### src/sv/tga_rle_pkg.sv
package tga_rle_pkg;

  // Header layout (byte offsets, little endian)
  localparam logic [4:0] HDR_ID_LEN   = 5'd0;
  localparam logic [4:0] HDR_CMAP     = 5'd1;
  localparam logic [4:0] HDR_IMG_TYPE = 5'd2;
  localparam logic [4:0] HDR_W_LO     = 5'd12;
  localparam logic [4:0] HDR_W_HI     = 5'd13;
  localparam logic [4:0] HDR_H_LO     = 5'd14;
  localparam logic [4:0] HDR_H_HI     = 5'd15;
  localparam logic [4:0] HDR_BPP      = 5'd16;
  localparam logic [4:0] HDR_LAST     = 5'd17;

  localparam logic [7:0] IMG_TYPE_RAW = 8'd2;
  localparam logic [7:0] IMG_TYPE_RLE = 8'd10;
  localparam logic [7:0] BPP_24       = 8'd24;
  localparam logic [7:0] BPP_32       = 8'd32;
  localparam logic [7:0] ALPHA_OPAQUE = 8'd255;
  localparam logic [7:0] PKT_LEN_MASK = 8'h7f;
  localparam int         PKT_RUN_BIT  = 7;
  localparam logic [7:0] RUN_MAX      = 8'd128;

  typedef enum logic [1:0] {
    KIND_SIZE = 2'd0,
    KIND_RUN  = 2'd1,
    KIND_ERR  = 2'd2
  } kind_t;

  typedef struct packed {
    kind_t       kind;
    logic [15:0] image_width;
    logic [15:0] image_height;
    logic [7:0]  red;
    logic [7:0]  green;
    logic [7:0]  blue;
    logic [7:0]  alpha;
    logic [31:0] first_pixel;
    logic [7:0]  repeat_count;
    logic        image_done;
  } res_t;

  // Header unit -> core
  typedef struct packed {
    logic        last;    // current byte completes the header
    logic        ok;      // supported format
    logic        rle;
    logic        alpha;
    logic [7:0]  id_len;
    logic [15:0] width;
    logic [15:0] height;
  } hdr_info_t;

endpackage

### src/sv/tga_rle_if.sv
interface tga_rle_in_if;
  import tga_rle_pkg::*;
  logic       valid;
  logic       ready;
  logic [7:0] data_byte;
  logic       start_of_file;

  modport source (output valid, output data_byte, output start_of_file, input ready);
  modport sink   (input valid, input data_byte, input start_of_file, output ready);
endinterface

interface tga_rle_out_if;
  import tga_rle_pkg::*;
  logic        valid;
  logic        ready;
  kind_t       kind;
  logic [15:0] image_width;
  logic [15:0] image_height;
  logic [7:0]  red;
  logic [7:0]  green;
  logic [7:0]  blue;
  logic [7:0]  alpha;
  logic [31:0] first_pixel;
  logic [7:0]  repeat_count;
  logic        image_done;

  modport source (output valid, output kind, output image_width, output image_height,
                  output red, output green, output blue, output alpha,
                  output first_pixel, output repeat_count, output image_done,
                  input ready);
  modport sink   (input valid, input kind, input image_width, input image_height,
                  input red, input green, input blue, input alpha,
                  input first_pixel, input repeat_count, input image_done,
                  output ready);
endinterface

### src/sv/tga_rle_hdr.sv
module tga_rle_hdr (
  input  logic                   clk,
  input  logic                   rst_n,
  input  logic                   wr,
  input  logic                   sof,
  input  logic [7:0]             data_byte,
  output tga_rle_pkg::hdr_info_t info
);
  import tga_rle_pkg::*;

  logic [4:0]  pos_r, pos_nxt, pos_eff;
  logic [7:0]  id_len_r, cmap_r, itype_r, bpp_r;
  logic [15:0] width_r, height_r;

  assign pos_eff = sof ? 5'd0 : pos_r;
  assign pos_nxt = wr ? pos_eff + 5'd1 : pos_r;

  always_ff @(posedge clk) begin
    if (!rst_n) begin
      pos_r <= 5'd0;
    end else begin
      pos_r <= pos_nxt;
    end
  end

  // Only the fields we use are kept; valid once all earlier bytes are in.
  always_ff @(posedge clk) begin
    if (wr) begin
      case (pos_eff)
        HDR_ID_LEN:   id_len_r        <= data_byte;
        HDR_CMAP:     cmap_r          <= data_byte;
        HDR_IMG_TYPE: itype_r         <= data_byte;
        HDR_W_LO:     width_r[7:0]    <= data_byte;
        HDR_W_HI:     width_r[15:8]   <= data_byte;
        HDR_H_LO:     height_r[7:0]   <= data_byte;
        HDR_H_HI:     height_r[15:8]  <= data_byte;
        HDR_BPP:      bpp_r           <= data_byte;
        default: begin
        end
      endcase
    end
  end

  always_comb begin
    info.last   = (pos_eff == HDR_LAST);
    info.ok     = ((itype_r == IMG_TYPE_RAW) || (itype_r == IMG_TYPE_RLE)) &&
                  (cmap_r == 8'd0) && ((bpp_r == BPP_24) || (bpp_r == BPP_32));
    info.rle    = (itype_r == IMG_TYPE_RLE);
    info.alpha  = (bpp_r == BPP_32);
    info.id_len = id_len_r;
    info.width  = width_r;
    info.height = height_r;
  end

endmodule

### src/sv/tga_rle_core.sv
module tga_rle_core (
  input  logic                   clk,
  input  logic                   rst_n,
  input  logic                   acc,
  input  logic [7:0]             data_byte,
  input  logic                   sof,
  input  tga_rle_pkg::hdr_info_t hdr,
  output logic                   hdr_wr,
  output logic                   res_vld,
  output tga_rle_pkg::res_t      res
);
  import tga_rle_pkg::*;

  typedef enum logic [1:0] {
    PH_HEADER,
    PH_IDSKIP,
    PH_PIXELS,
    PH_IDLE
  } phase_t;

  phase_t      phase_r, phase_nxt, phase_eff;
  logic [7:0]  id_left_r, id_left_nxt;
  logic        rle_r, rle_nxt;
  logic        alpha_r, alpha_nxt;
  logic [31:0] left_r, left_nxt;       // pixels still to emit
  logic [31:0] emitted_r, emitted_nxt;
  logic [7:0]  pkt_left_r, pkt_left_nxt;
  logic        pkt_run_r, pkt_run_nxt;
  logic [1:0]  cbi_r, cbi_nxt;
  logic [7:0]  blue_r, blue_nxt, green_r, green_nxt, red_r, red_nxt;

  logic [31:0] area;
  logic        empty;
  logic [7:0]  cnt_raw, cnt;
  logic [7:0]  px_red, px_alpha;

  assign phase_eff = sof ? PH_HEADER : phase_r;
  assign hdr_wr    = acc && (phase_eff == PH_HEADER);
  assign area      = 32'(hdr.width) * 32'(hdr.height);
  assign empty     = (hdr.width == 16'd0) || (hdr.height == 16'd0);

  always_comb begin
    phase_nxt    = phase_r;
    id_left_nxt  = id_left_r;
    rle_nxt      = rle_r;
    alpha_nxt    = alpha_r;
    left_nxt     = left_r;
    emitted_nxt  = emitted_r;
    pkt_left_nxt = pkt_left_r;
    pkt_run_nxt  = pkt_run_r;
    cbi_nxt      = cbi_r;
    blue_nxt     = blue_r;
    green_nxt    = green_r;
    red_nxt      = red_r;
    res          = '0;
    res_vld      = 1'b0;
    cnt_raw      = 8'd1;
    cnt          = 8'd1;
    px_red       = red_r;
    px_alpha     = data_byte;

    if (acc) begin
      case (phase_eff)
        PH_HEADER: begin
          phase_nxt = PH_HEADER;
          if (hdr.last) begin
            res_vld = 1'b1;
            if (!hdr.ok) begin
              phase_nxt = PH_IDLE;
              res.kind  = KIND_ERR;
            end else begin
              rle_nxt          = hdr.rle;
              alpha_nxt        = hdr.alpha;
              left_nxt         = area;
              emitted_nxt      = 32'd0;
              pkt_left_nxt     = 8'd0;
              pkt_run_nxt      = 1'b0;
              cbi_nxt          = 2'd0;
              id_left_nxt      = hdr.id_len;
              if (hdr.id_len != 8'd0) begin
                phase_nxt = PH_IDSKIP;
              end else if (empty) begin
                phase_nxt = PH_IDLE;
              end else begin
                phase_nxt = PH_PIXELS;
              end
              res.kind         = KIND_SIZE;
              res.image_width  = hdr.width;
              res.image_height = hdr.height;
            end
          end
        end
        PH_IDSKIP: begin
          id_left_nxt = id_left_r - 8'd1;
          if (id_left_nxt == 8'd0) begin
            phase_nxt = (left_r == 32'd0) ? PH_IDLE : PH_PIXELS;
          end
        end
        PH_PIXELS: begin
          if (rle_r && (pkt_left_r == 8'd0)) begin
            // packet header
            pkt_left_nxt = (data_byte & PKT_LEN_MASK) + 8'd1;
            pkt_run_nxt  = data_byte[PKT_RUN_BIT];
            cbi_nxt      = 2'd0;
          end else if (cbi_r == 2'd0) begin
            blue_nxt = data_byte;
            cbi_nxt  = 2'd1;
          end else if (cbi_r == 2'd1) begin
            green_nxt = data_byte;
            cbi_nxt   = 2'd2;
          end else if ((cbi_r == 2'd2) && alpha_r) begin
            red_nxt = data_byte;
            cbi_nxt = 2'd3;
          end else begin
            // last colour byte: emit
            if (cbi_r == 2'd2) begin
              px_red   = data_byte;
              px_alpha = ALPHA_OPAQUE;
            end
            cbi_nxt = 2'd0;
            if (rle_r) begin
              if (pkt_run_r) begin
                cnt_raw      = pkt_left_r;
                pkt_left_nxt = 8'd0;
              end else begin
                pkt_left_nxt = pkt_left_r - 8'd1;
              end
            end
            cnt = (left_r < 32'(cnt_raw)) ? left_r[7:0] : cnt_raw;
            left_nxt    = left_r - 32'(cnt);
            emitted_nxt = emitted_r + 32'(cnt);
            if (left_nxt == 32'd0) begin
              phase_nxt = PH_IDLE;
            end
            res_vld          = 1'b1;
            res.kind         = KIND_RUN;
            res.red          = px_red;
            res.green        = green_r;
            res.blue         = blue_r;
            res.alpha        = px_alpha;
            res.first_pixel  = emitted_r;
            res.repeat_count = cnt;
            res.image_done   = (left_nxt == 32'd0);
          end
        end
        default: begin
        end
      endcase
    end
  end

  always_ff @(posedge clk) begin
    if (!rst_n) begin
      phase_r    <= PH_HEADER;
      id_left_r  <= 8'd0;
      rle_r      <= 1'b0;
      alpha_r    <= 1'b0;
      left_r     <= 32'd0;
      emitted_r  <= 32'd0;
      pkt_left_r <= 8'd0;
      pkt_run_r  <= 1'b0;
      cbi_r      <= 2'd0;
    end else begin
      phase_r    <= phase_nxt;
      id_left_r  <= id_left_nxt;
      rle_r      <= rle_nxt;
      alpha_r    <= alpha_nxt;
      left_r     <= left_nxt;
      emitted_r  <= emitted_nxt;
      pkt_left_r <= pkt_left_nxt;
      pkt_run_r  <= pkt_run_nxt;
      cbi_r      <= cbi_nxt;
    end
  end

  always_ff @(posedge clk) begin
    blue_r  <= blue_nxt;
    green_r <= green_nxt;
    red_r   <= red_nxt;
  end

endmodule

### src/sv/tga_rle_obuf.sv
module tga_rle_obuf (
  input  logic              clk,
  input  logic              rst_n,
  input  logic              push,
  input  tga_rle_pkg::res_t push_data,
  output logic              in_ready,
  output logic              out_valid,
  input  logic              out_ready,
  output tga_rle_pkg::res_t out_data
);
  import tga_rle_pkg::*;

  // Output register plus one skid entry.
  logic vld_r, vld_nxt, skid_vld_r, skid_vld_nxt;
  res_t data_r, data_nxt, skid_r, skid_nxt;
  logic pop;

  assign pop       = vld_r && out_ready;
  assign in_ready  = !skid_vld_r;
  assign out_valid = vld_r;
  assign out_data  = data_r;

  always_comb begin
    vld_nxt      = vld_r;
    skid_vld_nxt = skid_vld_r;
    data_nxt     = data_r;
    skid_nxt     = skid_r;
    if (pop) begin
      if (skid_vld_r) begin
        data_nxt     = skid_r;
        skid_vld_nxt = 1'b0;
      end else begin
        vld_nxt  = push;
        data_nxt = push_data;
      end
    end else if (push) begin
      if (!vld_r) begin
        vld_nxt  = 1'b1;
        data_nxt = push_data;
      end else begin
        skid_vld_nxt = 1'b1;
        skid_nxt     = push_data;
      end
    end
  end

  always_ff @(posedge clk) begin
    if (!rst_n) begin
      vld_r      <= 1'b0;
      skid_vld_r <= 1'b0;
    end else begin
      vld_r      <= vld_nxt;
      skid_vld_r <= skid_vld_nxt;
    end
  end

  always_ff @(posedge clk) begin
    data_r <= data_nxt;
    skid_r <= skid_nxt;
  end

endmodule

### src/sv/tga_rle_pixel_decoder.sv
// Truecolor TGA decoder, one file byte per request on in_ch. The 18-byte
// header is parsed first; on its last byte a size report (kind 0) or an
// unsupported-format error (kind 2) comes out. Supported: image type 2
// (raw) or 10 (run-length), no colormap, 24 or 32 bits per pixel. After
// the ID field is skipped, every raw pixel, literal pixel or run comes out
// as one kind 1 request: RGBA colour (alpha 255 for 24-bit data), the
// file-order index of its first pixel and a repeat count clipped to the
// image; image_done marks the one holding the last pixel. Index i maps to
// row height-1-i/width, column i mod width. A byte with start_of_file set
// restarts parsing and counts as header byte 0; bytes after the image or
// after an error are dropped until then. Rate: one byte per clock while
// in_ch.ready is high. Each byte is decoded combinationally between the
// input and the result register, or the skid entry while the output
// register is stalled. The result path has an output register and one
// skid entry; in_ch.ready drops only while both hold undelivered results.
// No clearing pass after reset.
module tga_rle_pixel_decoder (
  input logic          clk,
  input logic          rst_n,
  tga_rle_in_if.sink   in_ch,
  tga_rle_out_if.source out_ch
);
  import tga_rle_pkg::*;

  logic      acc;
  logic      hdr_wr;
  hdr_info_t hdr;
  logic      res_vld;
  res_t      res;
  res_t      out_data;
  logic      buf_ready;

  assign in_ch.ready = buf_ready;
  assign acc         = in_ch.valid && buf_ready;

  // Header capture and format check
  tga_rle_hdr u_hdr (
    .clk       (clk),
    .rst_n     (rst_n),
    .wr        (hdr_wr),
    .sof       (in_ch.start_of_file),
    .data_byte (in_ch.data_byte),
    .info      (hdr)
  );

  // Phase control, ID skip, packet and colour assembly
  tga_rle_core u_core (
    .clk       (clk),
    .rst_n     (rst_n),
    .acc       (acc),
    .data_byte (in_ch.data_byte),
    .sof       (in_ch.start_of_file),
    .hdr       (hdr),
    .hdr_wr    (hdr_wr),
    .res_vld   (res_vld),
    .res       (res)
  );

  // Result register + skid
  tga_rle_obuf u_obuf (
    .clk       (clk),
    .rst_n     (rst_n),
    .push      (res_vld),
    .push_data (res),
    .in_ready  (buf_ready),
    .out_valid (out_ch.valid),
    .out_ready (out_ch.ready),
    .out_data  (out_data)
  );

  assign out_ch.kind         = out_data.kind;
  assign out_ch.image_width  = out_data.image_width;
  assign out_ch.image_height = out_data.image_height;
  assign out_ch.red          = out_data.red;
  assign out_ch.green        = out_data.green;
  assign out_ch.blue         = out_data.blue;
  assign out_ch.alpha        = out_data.alpha;
  assign out_ch.first_pixel  = out_data.first_pixel;
  assign out_ch.repeat_count = out_data.repeat_count;
  assign out_ch.image_done   = out_data.image_done;

endmodule

### src/flat_wrapper.sv
// flat-port wrapper written by rule: the top's interface ports become plain ports
module tga_rle_pixel_decoder_flat import tga_rle_pkg::*;
  (clk, rst_n, in_ch_valid, in_ch_data_byte, in_ch_start_of_file, in_ch_ready, out_ch_valid, out_ch_kind, out_ch_image_width, out_ch_image_height, out_ch_red, out_ch_green, out_ch_blue, out_ch_alpha, out_ch_first_pixel, out_ch_repeat_count, out_ch_image_done, out_ch_ready);
  tga_rle_in_if in_ch_i ();
  tga_rle_out_if out_ch_i ();
  input logic clk;
  input logic rst_n;
  input wire logic [$bits(in_ch_i.valid)-1:0] in_ch_valid;
  input wire logic [$bits(in_ch_i.data_byte)-1:0] in_ch_data_byte;
  input wire logic [$bits(in_ch_i.start_of_file)-1:0] in_ch_start_of_file;
  output wire logic [$bits(in_ch_i.ready)-1:0] in_ch_ready;
  output wire logic [$bits(out_ch_i.valid)-1:0] out_ch_valid;
  output wire logic [$bits(out_ch_i.kind)-1:0] out_ch_kind;
  output wire logic [$bits(out_ch_i.image_width)-1:0] out_ch_image_width;
  output wire logic [$bits(out_ch_i.image_height)-1:0] out_ch_image_height;
  output wire logic [$bits(out_ch_i.red)-1:0] out_ch_red;
  output wire logic [$bits(out_ch_i.green)-1:0] out_ch_green;
  output wire logic [$bits(out_ch_i.blue)-1:0] out_ch_blue;
  output wire logic [$bits(out_ch_i.alpha)-1:0] out_ch_alpha;
  output wire logic [$bits(out_ch_i.first_pixel)-1:0] out_ch_first_pixel;
  output wire logic [$bits(out_ch_i.repeat_count)-1:0] out_ch_repeat_count;
  output wire logic [$bits(out_ch_i.image_done)-1:0] out_ch_image_done;
  input wire logic [$bits(out_ch_i.ready)-1:0] out_ch_ready;
  assign in_ch_i.valid = in_ch_valid;
  assign in_ch_i.data_byte = in_ch_data_byte;
  assign in_ch_i.start_of_file = in_ch_start_of_file;
  assign in_ch_ready = in_ch_i.ready;
  assign out_ch_valid = out_ch_i.valid;
  assign out_ch_kind = out_ch_i.kind;
  assign out_ch_image_width = out_ch_i.image_width;
  assign out_ch_image_height = out_ch_i.image_height;
  assign out_ch_red = out_ch_i.red;
  assign out_ch_green = out_ch_i.green;
  assign out_ch_blue = out_ch_i.blue;
  assign out_ch_alpha = out_ch_i.alpha;
  assign out_ch_first_pixel = out_ch_i.first_pixel;
  assign out_ch_repeat_count = out_ch_i.repeat_count;
  assign out_ch_image_done = out_ch_i.image_done;
  assign out_ch_i.ready = out_ch_ready;
  tga_rle_pixel_decoder u_core (.clk(clk), .rst_n(rst_n), .in_ch(in_ch_i), .out_ch(out_ch_i));
endmodule
### config.mk
export PLATFORM = sky130hd
export DESIGN_NAME = tga_rle_pixel_decoder_flat
export DESIGN_NICKNAME = d
export VERILOG_FILES = /design/src/sv/tga_rle_pkg.sv /design/src/sv/tga_rle_if.sv /design/src/sv/tga_rle_hdr.sv /design/src/sv/tga_rle_core.sv /design/src/sv/tga_rle_obuf.sv /design/src/sv/tga_rle_pixel_decoder.sv /design/src/flat_wrapper.sv
export SDC_FILE = /design/constraint.sdc
export NUM_CORES = 1
export LEC_CHECK = 0
export ABC_AREA = 1
export BUFFER_PORTS_ARGS = -buffer_cell sky130_fd_sc_hd__buf_2
export CAP_MARGIN = 0
export CORE_ASPECT_RATIO = 1.5
export CORE_MARGIN = 1.5
export CORE_UTILIZATION = 57
export CTS_CLUSTER_SIZE = 24
export DETAILED_ROUTE_END_ITERATION = 7
export PLACE_DENSITY = 0.83
export RECOVER_POWER = 100
export SLEW_MARGIN = 5
export SYNTH_ARGS = -nofsm -noshare
export SYNTH_HDL_FRONTEND = slang
export SYNTH_SLANG_ARGS = --single-unit
### constraint.sdc
create_clock -name clk -period 9.9 [get_ports clk]
set_input_delay 0 -clock clk [delete_from_list [all_inputs] [get_ports clk]]
set_output_delay 0 -clock clk [all_outputs]
set_load 0.01 [all_outputs]
==> results.py, run 1 <==
metrics = {
    "worst_setup_path": {
        "slowest_delay_ns": 1.55,
        "arrival_ns": 8.04,
        "cp_top_family": "buffers and inverters",
        "crit_fanout": 58,
        "setup.worst_path.start_class": "register",
        "cp.required_ns": 10.33,
        "critPathBufInv": 8,
        "path_class": "register to register",
        "crit_slowest_cell": "clkbuf_1",
        "critPathMostFrequentCell": "nor2_1",
        "critical_path.endpoint_type": "register",
        "reg2reg_depth": 15,
        "cp.depth": 15,
        "crit_chain": "inv_1 > nor2_1 > inv_1 > ha_1 > clkbuf_1 > clkinv_1 > clkbuf_1 > nor2_1 > nand2_1 > nor2_1 > clkbuf_1 > clkinv_1 > buf_4 > nor2_1 > a31o_2",
    },
    "clocking": {
        "clockRootBuffer": "clkbuf_16",
        "clk_path_buf_depth": 3,
        "cts_sinks": 396,
        "cts_max_level": 2,
        "numCtsBuffers": 40,
        "cts_tree": "done",
        "cts.clk_slew.worst_paths_ns": 0.06,
        "clk_latency_ns": 0.58,
    },
    "logic_synthesis": {
        "yosys.area.top_type": "edfxtp_1",
        "yosys_warnings": 0,
        "ys_ff_latch": 396,
        "synth_area_leaders": "edfxtp_1, fa_1, nand2_1",
        "async_flop_share": 0,
        "synth-edff-count": 302,
        "synth-main-ff-cell": "edfxtp_1",
        "synth_common_cells": "nand2_1, inv_1, edfxtp_1, nor2_1, fa_1",
        "seq_area_frac_synth": 0.3921,
        "syn_area_per_cell_sq_um": 8.696,
        "yosysMostFrequentCell": "nand2_1",
        "synth_fp_nets": 3561,
        "synth_cell_types": 58,
        "syn_inst": 3212,
        "syn-cell-area_sq_mm": 0.02793,
        "netlist.area_leader.share": 0.3247,
    },
    "sta": {
        "rsz0062_at_grt": "false",
        "finalClockSkew_ns": 0.05597,
        "max_freq_mhz": 131.5,
        "hold_viol_final": 0,
        "fin_crit_ns": 7.607,
        "worst_pin_slew_ns": 2.189,
        "fin_hold_ws_ns": 0.03007,
        "final.setup.tns_ns": 0,
        "fin_ws_ns": 2.293,
        "slew_viol_final": 193,
        "relSlewSlack": -0.4592,
        "setup_violations": 0,
        "finalCritPeriodShare": 0.7683,
    },
    "power_and_ir_drop": {
        "p_clk_frac": 0.424,
        "p_comb_frac": 0.102,
        "p_sw_uw": 967.2,
        "p_int_uw": 2829,
        "p_per_area_mw_per_mm2": 125.9,
        "swShare": 0.2548,
        "vdd_ir_drop_max_v": 0.0001926,
        "p_leak_uw": 0.01345,
        "p_seq_frac": 0.474,
    },
    "grt": {
        "grt_max_degree": 90,
        "grt_overflow": 0,
        "grtUsageTotal": 0.2991,
        "grt_pass1_wl_mm": 117.1,
        "antenna_found_initial": 0,
        "grt_pass1_vias": 22520,
    },
    "finish": {
        "diodes": 0,
        "drive_gt1_frac": 0.06311,
        "fill_cells": 4037,
        "finalNonFillerCells": 3952,
        "postLayoutCellArea_sq_mm": 0.03014,
        "nets": 3614,
        "area_growth_pct": 7.925,
    },
    "floorplanning": {
        "io_pins": 122,
        "die_w_um": 183.7,
        "die_h_um": 274.1,
        "fp.coreArea_sq_mm": 0.04856,
        "initial_core_util": 0.5752,
        "row_count": 99,
        "die_area_sq_mm": 0.05037,
    },
    "detailed_routing": {
        "post_drt_wl_per_cell_um": 18.79,
        "routed_wl_mm": 74.28,
        "dr.first_iter.drc_count": 1718,
        "drtAntennaViolNets": 0,
        "drc": 0,
        "num_vias": 22510,
        "dr.pass1.iters": 6,
        "viasPerCell": 5.695,
    },
    "run_status": {
        "failed_checks": "capacitance limit, slew limit",
        "outcome": "finished with violations",
    },
    "flow_run": {
        "cap_violations": 4,
    },
    "hold_path": {
        "hold_path_class": "primary input to register",
        "min_path_cells": 3,
    },
    "placed_design": {
        "gp_congestion": 0.9751,
        "placedCellCount": 3869,
        "io_buffers": 121,
        "dp_hpwl_mm": 54.39,
        "place_ws_ns": 3.779,
        "place_area_sq_mm": 0.02893,
    },
}
[power by group through the flow]
| stage | sequential [uW] | combinational (uW) | clock, uW |
|---|---|---|---|
| floorplan | 1840 | 265 | 0 |
| global placement | 1830 | 377 | 0 |
| detailed placement | 1830 | 380 | 0 |
| CTS | 1800 | 386 | 1620 |
| global route | 1800 | 430 | 1670 |
| finish | 1800 | 389 | 1610 |
[kinds of logic (layout without fill, tap and decap cells)]
family / count (synthesis) / after routing / synth area share
and+or+nand+nor: 1241 / 1241 / 0.1899
xor gates and xnor gates: 46 / 46 / 0.01469
adders and majority gates: 336 / 336 / 0.2032
buffers and inverters: 759 / 843 / 0.1044
DFF: 396 / 396 / 0.3921
AOI/OAI and AO/OA: 434 / 434 / 0.09569
[stage by stage]
step,util,power (uW)
3_3_place_gp,0.5958,2211
4_1_cts,0.6264,3802
5_1_grt,0.6208,3900
6_report,0.6208,3796
3_5_place_dp,0.5958,2215
2_1_floorplan,-,2100
[repair_timing]
| item | 4_1_cts | 5_1_grt |
|---|---|---|
| hold buffers | 10 | 0 |
| resized for setup | 0 | 0 |
| hold endpoints to repair | 93 | 0 |
| buffers inserted | 0 | 0 |
[final cells by class]
cell class	instances	area [sq um]	share of cell area
clock buffer	48	1041	0.03453
inverter	622	2340	0.07762
tap	656	820.8	0.02723
sequential	396	10950	0.3633
multi-input combinational	2057	13990	0.4641
timing repair buffer	148	655.6	0.02175
clock inverter	25	345.3	0.01146
[worst reg2reg max path, cell delays in order (launching register included)]
cell	delay (ns)
dfxtp_1	0.30
inv_1	0.06
nor2_1	0.07
inv_1	0.16
ha_1	0.17
clkbuf_1	1.55
clkinv_1	1.17
clkbuf_1	0.98
nor2_1	0.71
nand2_1	0.16
nor2_1	0.16
clkbuf_1	0.88
clkinv_1	0.20
buf_4	0.39
nor2_1	0.36
a31o_2	0.17
[routing by layer]
| metal | GRT usage | up-vias | part of all wire |
|---|---|---|---|
| met4 | 0.1844 | 0 | 0.066 |
| met2 | 0.5422 | 1096 | 0.52 |
| met3 | 0.03506 | 288 | 0.065 |
| met5 | 0 | - | 0 |
| li1 | - | 10410 | - |
| met1 | 0.3334 | 10710 | 0.35 |
[final timing paths]
check                                                 from                                       end  slack (ns)
hold / removal                                 in_ch_valid          u_core.u_core.red_r[6]$_DFFE_PP_        0.03
setup reg to reg     u_core.u_core.phase_r[0]$_SDFFE_PN0P_      u_core.u_obuf.out_data[11]$_DFFE_PP_        2.29
hold reg to reg   u_core.u_core.emitted_r[14]$_SDFFE_PN0P_  u_core.u_core.emitted_r[14]$_SDFFE_PN0P_        0.46
setup / recovery     u_core.u_core.phase_r[0]$_SDFFE_PN0P_      u_core.u_obuf.out_data[11]$_DFFE_PP_        2.29
[cell usage in the layout, fill, tap and decap left out, types with 9 or more instances in the layout]
master / synthesis / layout
edfxtp_1: 302 / 302
xnor2_1: 14 / 14
fa_1: 196 / 196
clkbuf_1: 110 / 131
clkbuf_16: 0 / 40
ha_1: 140 / 140
o21ai_0: 126 / 130
nor3_1: 47 / 48
a211oi_1: 12 / 12
dfxtp_1: 94 / 94
nand3_1: 116 / 116
a21oi_1: 147 / 148
a31o_2: 93 / 93
a31oi_1: 14 / 14
inv_1: 609 / 610
nand4_1: 47 / 48
nor4_1: 15 / 15
nand2_1: 672 / 676
o21ai_1: 12 / 9
nor2_1: 286 / 293
xor2_1: 31 / 31
dlygate4sd3_1: 0 / 10
clkinv_1: 4 / 9
[registers in the layout, indices dropped and copies added, names as in the netlist, 2 cells and up]
signal	flops
u_core.u_core.cbi_r	2
u_core.u_core.id_left_r	8
u_core.u_hdr.pos_r	5
u_core.u_hdr.height_r	16
u_core.u_obuf.skid_r	107
u_core.u_obuf.out_data	107
u_core.u_core.pkt_left_r	8
u_core.u_hdr.cmap_r	8
u_core.u_hdr.id_len_r	8
u_core.u_core.phase_r	2
u_core.u_hdr.itype_r	8
u_core.u_hdr.width_r	16
u_core.u_core.green_r	8
u_core.u_core.blue_r	8
u_core.u_core.left_r	32
u_core.u_core.red_r	8
u_core.u_core.emitted_r	32
u_core.u_hdr.bpp_r	8
No activity file was read; power rests on OpenSTA's default activity.
==> run 2: changes to the inputs <==
--- a/config.mk
+++ b/config.mk
@@ -10,10 +10,10 @@
 export CAP_MARGIN = 0
 export CORE_ASPECT_RATIO = 1.5
 export CORE_MARGIN = 1.5
-export CORE_UTILIZATION = 57
+export CORE_UTILIZATION = 61
 export CTS_CLUSTER_SIZE = 24
 export DETAILED_ROUTE_END_ITERATION = 7
-export PLACE_DENSITY = 0.83
+export PLACE_DENSITY = 0.84
 export RECOVER_POWER = 100
 export SLEW_MARGIN = 5
 export SYNTH_ARGS = -nofsm -noshare
==> constraint.sdc (replaced) <==
create_clock -name clk -period 7.67 [get_ports clk]
set_input_delay 0 -clock clk [delete_from_list [all_inputs] [get_ports clk]]
set_output_delay 0 -clock clk [all_outputs]
set_load 0.01 [all_outputs]
==> results.py, run 2 (synthesized netlist as in run 1, its figures left out) <==
metrics = {
    "run_status": {
        "outcome": "finished with violations",
        "failed_checks": "capacitance limit, slew limit",
    },
    "floorplanning": {
        "die_w_um": 177.7,
        "fp.coreArea_sq_mm": 0.04505,
        "initial_core_util": 0.6200,
        "die_area_sq_mm": 0.04711,
        "row_count": 95,
        "die_h_um": 265.1,
        "io_pins": 122,
    },
    "worst_setup_path": {
        "setup.worst_path.start_class": "register",
        "crit_chain": "inv_1 > nor2_1 > inv_1 > ha_1 > clkbuf_1 > clkinv_1 > clkbuf_1 > nor2_1 > nand2_1 > nor2_1 > nand2_1 > nand2_1 > inv_1 > nor3_1 > buf_4 > buf_4",
        "arrival_ns": 6.88,
        "critical_path.endpoint_type": "register",
        "path_class": "register to register",
        "reg2reg_depth": 16,
        "critPathBufInv": 8,
        "r2r_end": "u_core.u_obuf.skid_r[84]$_DFFE_PP_",
        "crit_slowest_cell": "clkbuf_1",
        "setup.worst_path.end": "u_core.u_obuf.skid_r[84]$_DFFE_PP_",
        "rr_startpoint": "u_core.u_core.phase_r[0]$_SDFFE_PN0P_",
        "cp.required_ns": 7.87,
        "cp.depth": 16,
        "slowest_delay_ns": 1.44,
        "cp_top_family": "buffers and inverters",
        "crit_fanout": 68,
        "cp-startpoint": "u_core.u_core.phase_r[0]$_SDFFE_PN0P_",
        "r2r_slack_ns": 1.0,
    },
    "sta": {
        "fin_crit_ns": 6.675,
        "final.setup.tns_ns": 0,
        "worst_pin_slew_ns": 2.037,
        "rsz0062_at_grt": "false",
        "hold_viol_final": 0,
        "slew_viol_final": 343,
        "setup_violations": 0,
        "finalCritPeriodShare": 0.8702,
        "finalClockSkew_ns": 0.02478,
        "relSlewSlack": -0.3582,
        "max_freq_mhz": 149.8,
        "fin_hold_ws_ns": 0.03857,
    },
    "detailed_routing": {
        "num_vias": 22750,
        "drc": 0,
        "post_drt_wl_per_cell_um": 20.40,
        "routed_wl_mm": 79.08,
        "viasPerCell": 5.869,
        "drtAntennaViolNets": 0,
        "dr.first_iter.drc_count": 1933,
        "dr.pass1.iters": 6,
    },
    "finish": {
        "finalNonFillerCells": 3876,
        "final_cell_mix": "nand2_1, inv_1, edfxtp_1",
        "area_growth_pct": 7.450,
        "drive_gt1_frac": 0.06284,
        "layout_commonest_cell": "nand2_1",
        "nets": 3612,
        "diodes": 0,
    },
    "grt": {
        "grt_pass1_vias": 23530,
        "grt_overflow": 0,
        "grtUsageTotal": 0.3435,
        "antenna_found_initial": 0,
        "grt_max_degree": 101,
        "grt_pass1_wl_mm": 124.3,
    },
    "clocking": {
        "cts_setup_buffers": 0,
        "clockRootBuffer": "clkbuf_16",
        "cts.clk_slew.worst_paths_ns": 0.07,
        "cts-resized-gates": 0,
        "cts_tree": "done",
        "clk_latency_ns": 0.57,
        "cts_hold_buf": 10,
        "cts_sinks": 396,
        "cts_max_level": 2,
        "clk_path_buf_depth": 3,
        "numCtsBuffers": 39,
    },
    "power_and_ir_drop": {
        "swShare": 0.2568,
        "p_comb_frac": 0.104,
        "p_sw_uw": 1254,
        "p_clk_frac": 0.420,
        "vdd_ir_drop_max_v": 0.0002080,
        "p_leak_uw": 0.01341,
        "p_seq_frac": 0.476,
        "p_per_area_mw_per_mm2": 162.7,
        "p_int_uw": 3629,
    },
    "placed_design": {
        "placedCellCount": 3794,
        "gp_congestion": 1.005,
        "dp_hpwl_mm": 58.65,
        "io_buffers": 121,
    },
    "flow_run": {
        "cap_violations": 7,
    },
    "hold_path": {
        "hold_path_class": "primary input to register",
    },
}
-- run 2: cell count changes in the layout (fill, tap and decap cells not counted), moves of 2 or more --
| cell | before | now |
|---|---|---|
| clkbuf_1 | 131 | 135 |
| clkinv_1 | 9 | 5 |
| buf_4 | 8 | 5 |
| clkbuf_8 | 1 | 4 |
| clkinv_4 | 4 | 1 |
| inv_2 | 5 | 7 |
| o21ai_0 | 130 | 132 |
| o21ai_1 | 9 | 7 |
-- run 2: worst min-delay path, cell delays in order --
cell and delay, ns:
buf_2 0.11, nand3_1 0.09, nor2_1 0.18
-- run 2: how the worst min path moves through the flow --
stage	endpoint	from	slack, ns	cells past startpoint
final	u_core.u_core.red_r[4]$_DFFE_PP_	in_ch_valid	0.04	3
after CTS	u_core.u_core.red_r[7]$_DFFE_PP_	in_ch_valid	0.02	3
after global routing	u_core.u_core.red_r[4]$_DFFE_PP_	in_ch_valid	0.05	3
after detailed placement	u_core.u_obuf.skid_r[2]$_DFFE_PP_	out_ch_ready	0.37	2
after global placement	u_core.u_obuf.skid_r[2]$_DFFE_PP_	out_ch_ready	0.37	2
after floorplan	u_core.u_core.blue_r[0]$_DFFE_PP_	in_ch_data_byte[0]	0.1	0
-- run 2: power groups by stage --
stage / clock network, uW / registers (uW) / logic, uW
after floorplan: 0 / 2370 / 342
after global placement: 0 / 2370 / 488
after detailed placement: 0 / 2370 / 499
after CTS: 2060 / 2320 / 506
after global routing: 2140 / 2320 / 557
final: 2050 / 2320 / 508
-- run 2: area by class of cell --
| cell class | instances | area (sq um) |
|---|---|---|
| clock buffer | 53 | 1069 |
| clock inverter | 19 | 295.3 |
| fill | 3612 | 15040 |
| inverter | 622 | 2340 |
| multi-input combinational | 2057 | 13990 |
| sequential | 396 | 10950 |
| tap | 582 | 728.2 |
| timing repair buffer | 147 | 641.9 |
-- run 2: through the flow --
stage / util / power (uW) / worst slack, ns / instance area (sq um)
after floorplan: - / 2710 / 0.5037 / 27940
after global placement: 0.6401 / 2855 / 1.399 / 28830
after detailed placement: 0.6401 / 2867 / 1.326 / 28830
after CTS: 0.6725 / 4889 / 1.278 / 30300
after global routing: 0.6662 / 5020 / 0.5845 / 30010
final: 0.6662 / 4882 / 0.9954 / 30010
-- run 2: per-layer routing --
layer | up-vias | track usage | routed length, um
met5 | - | 0 | 0
met4 | 0 | 0.2267 | 5745
met1 | 11000 | 0.3765 | 27350
met2 | 1051 | 0.6223 | 41470
li1 | 10380 | - | -
met3 | 316 | 0.03688 | 4520
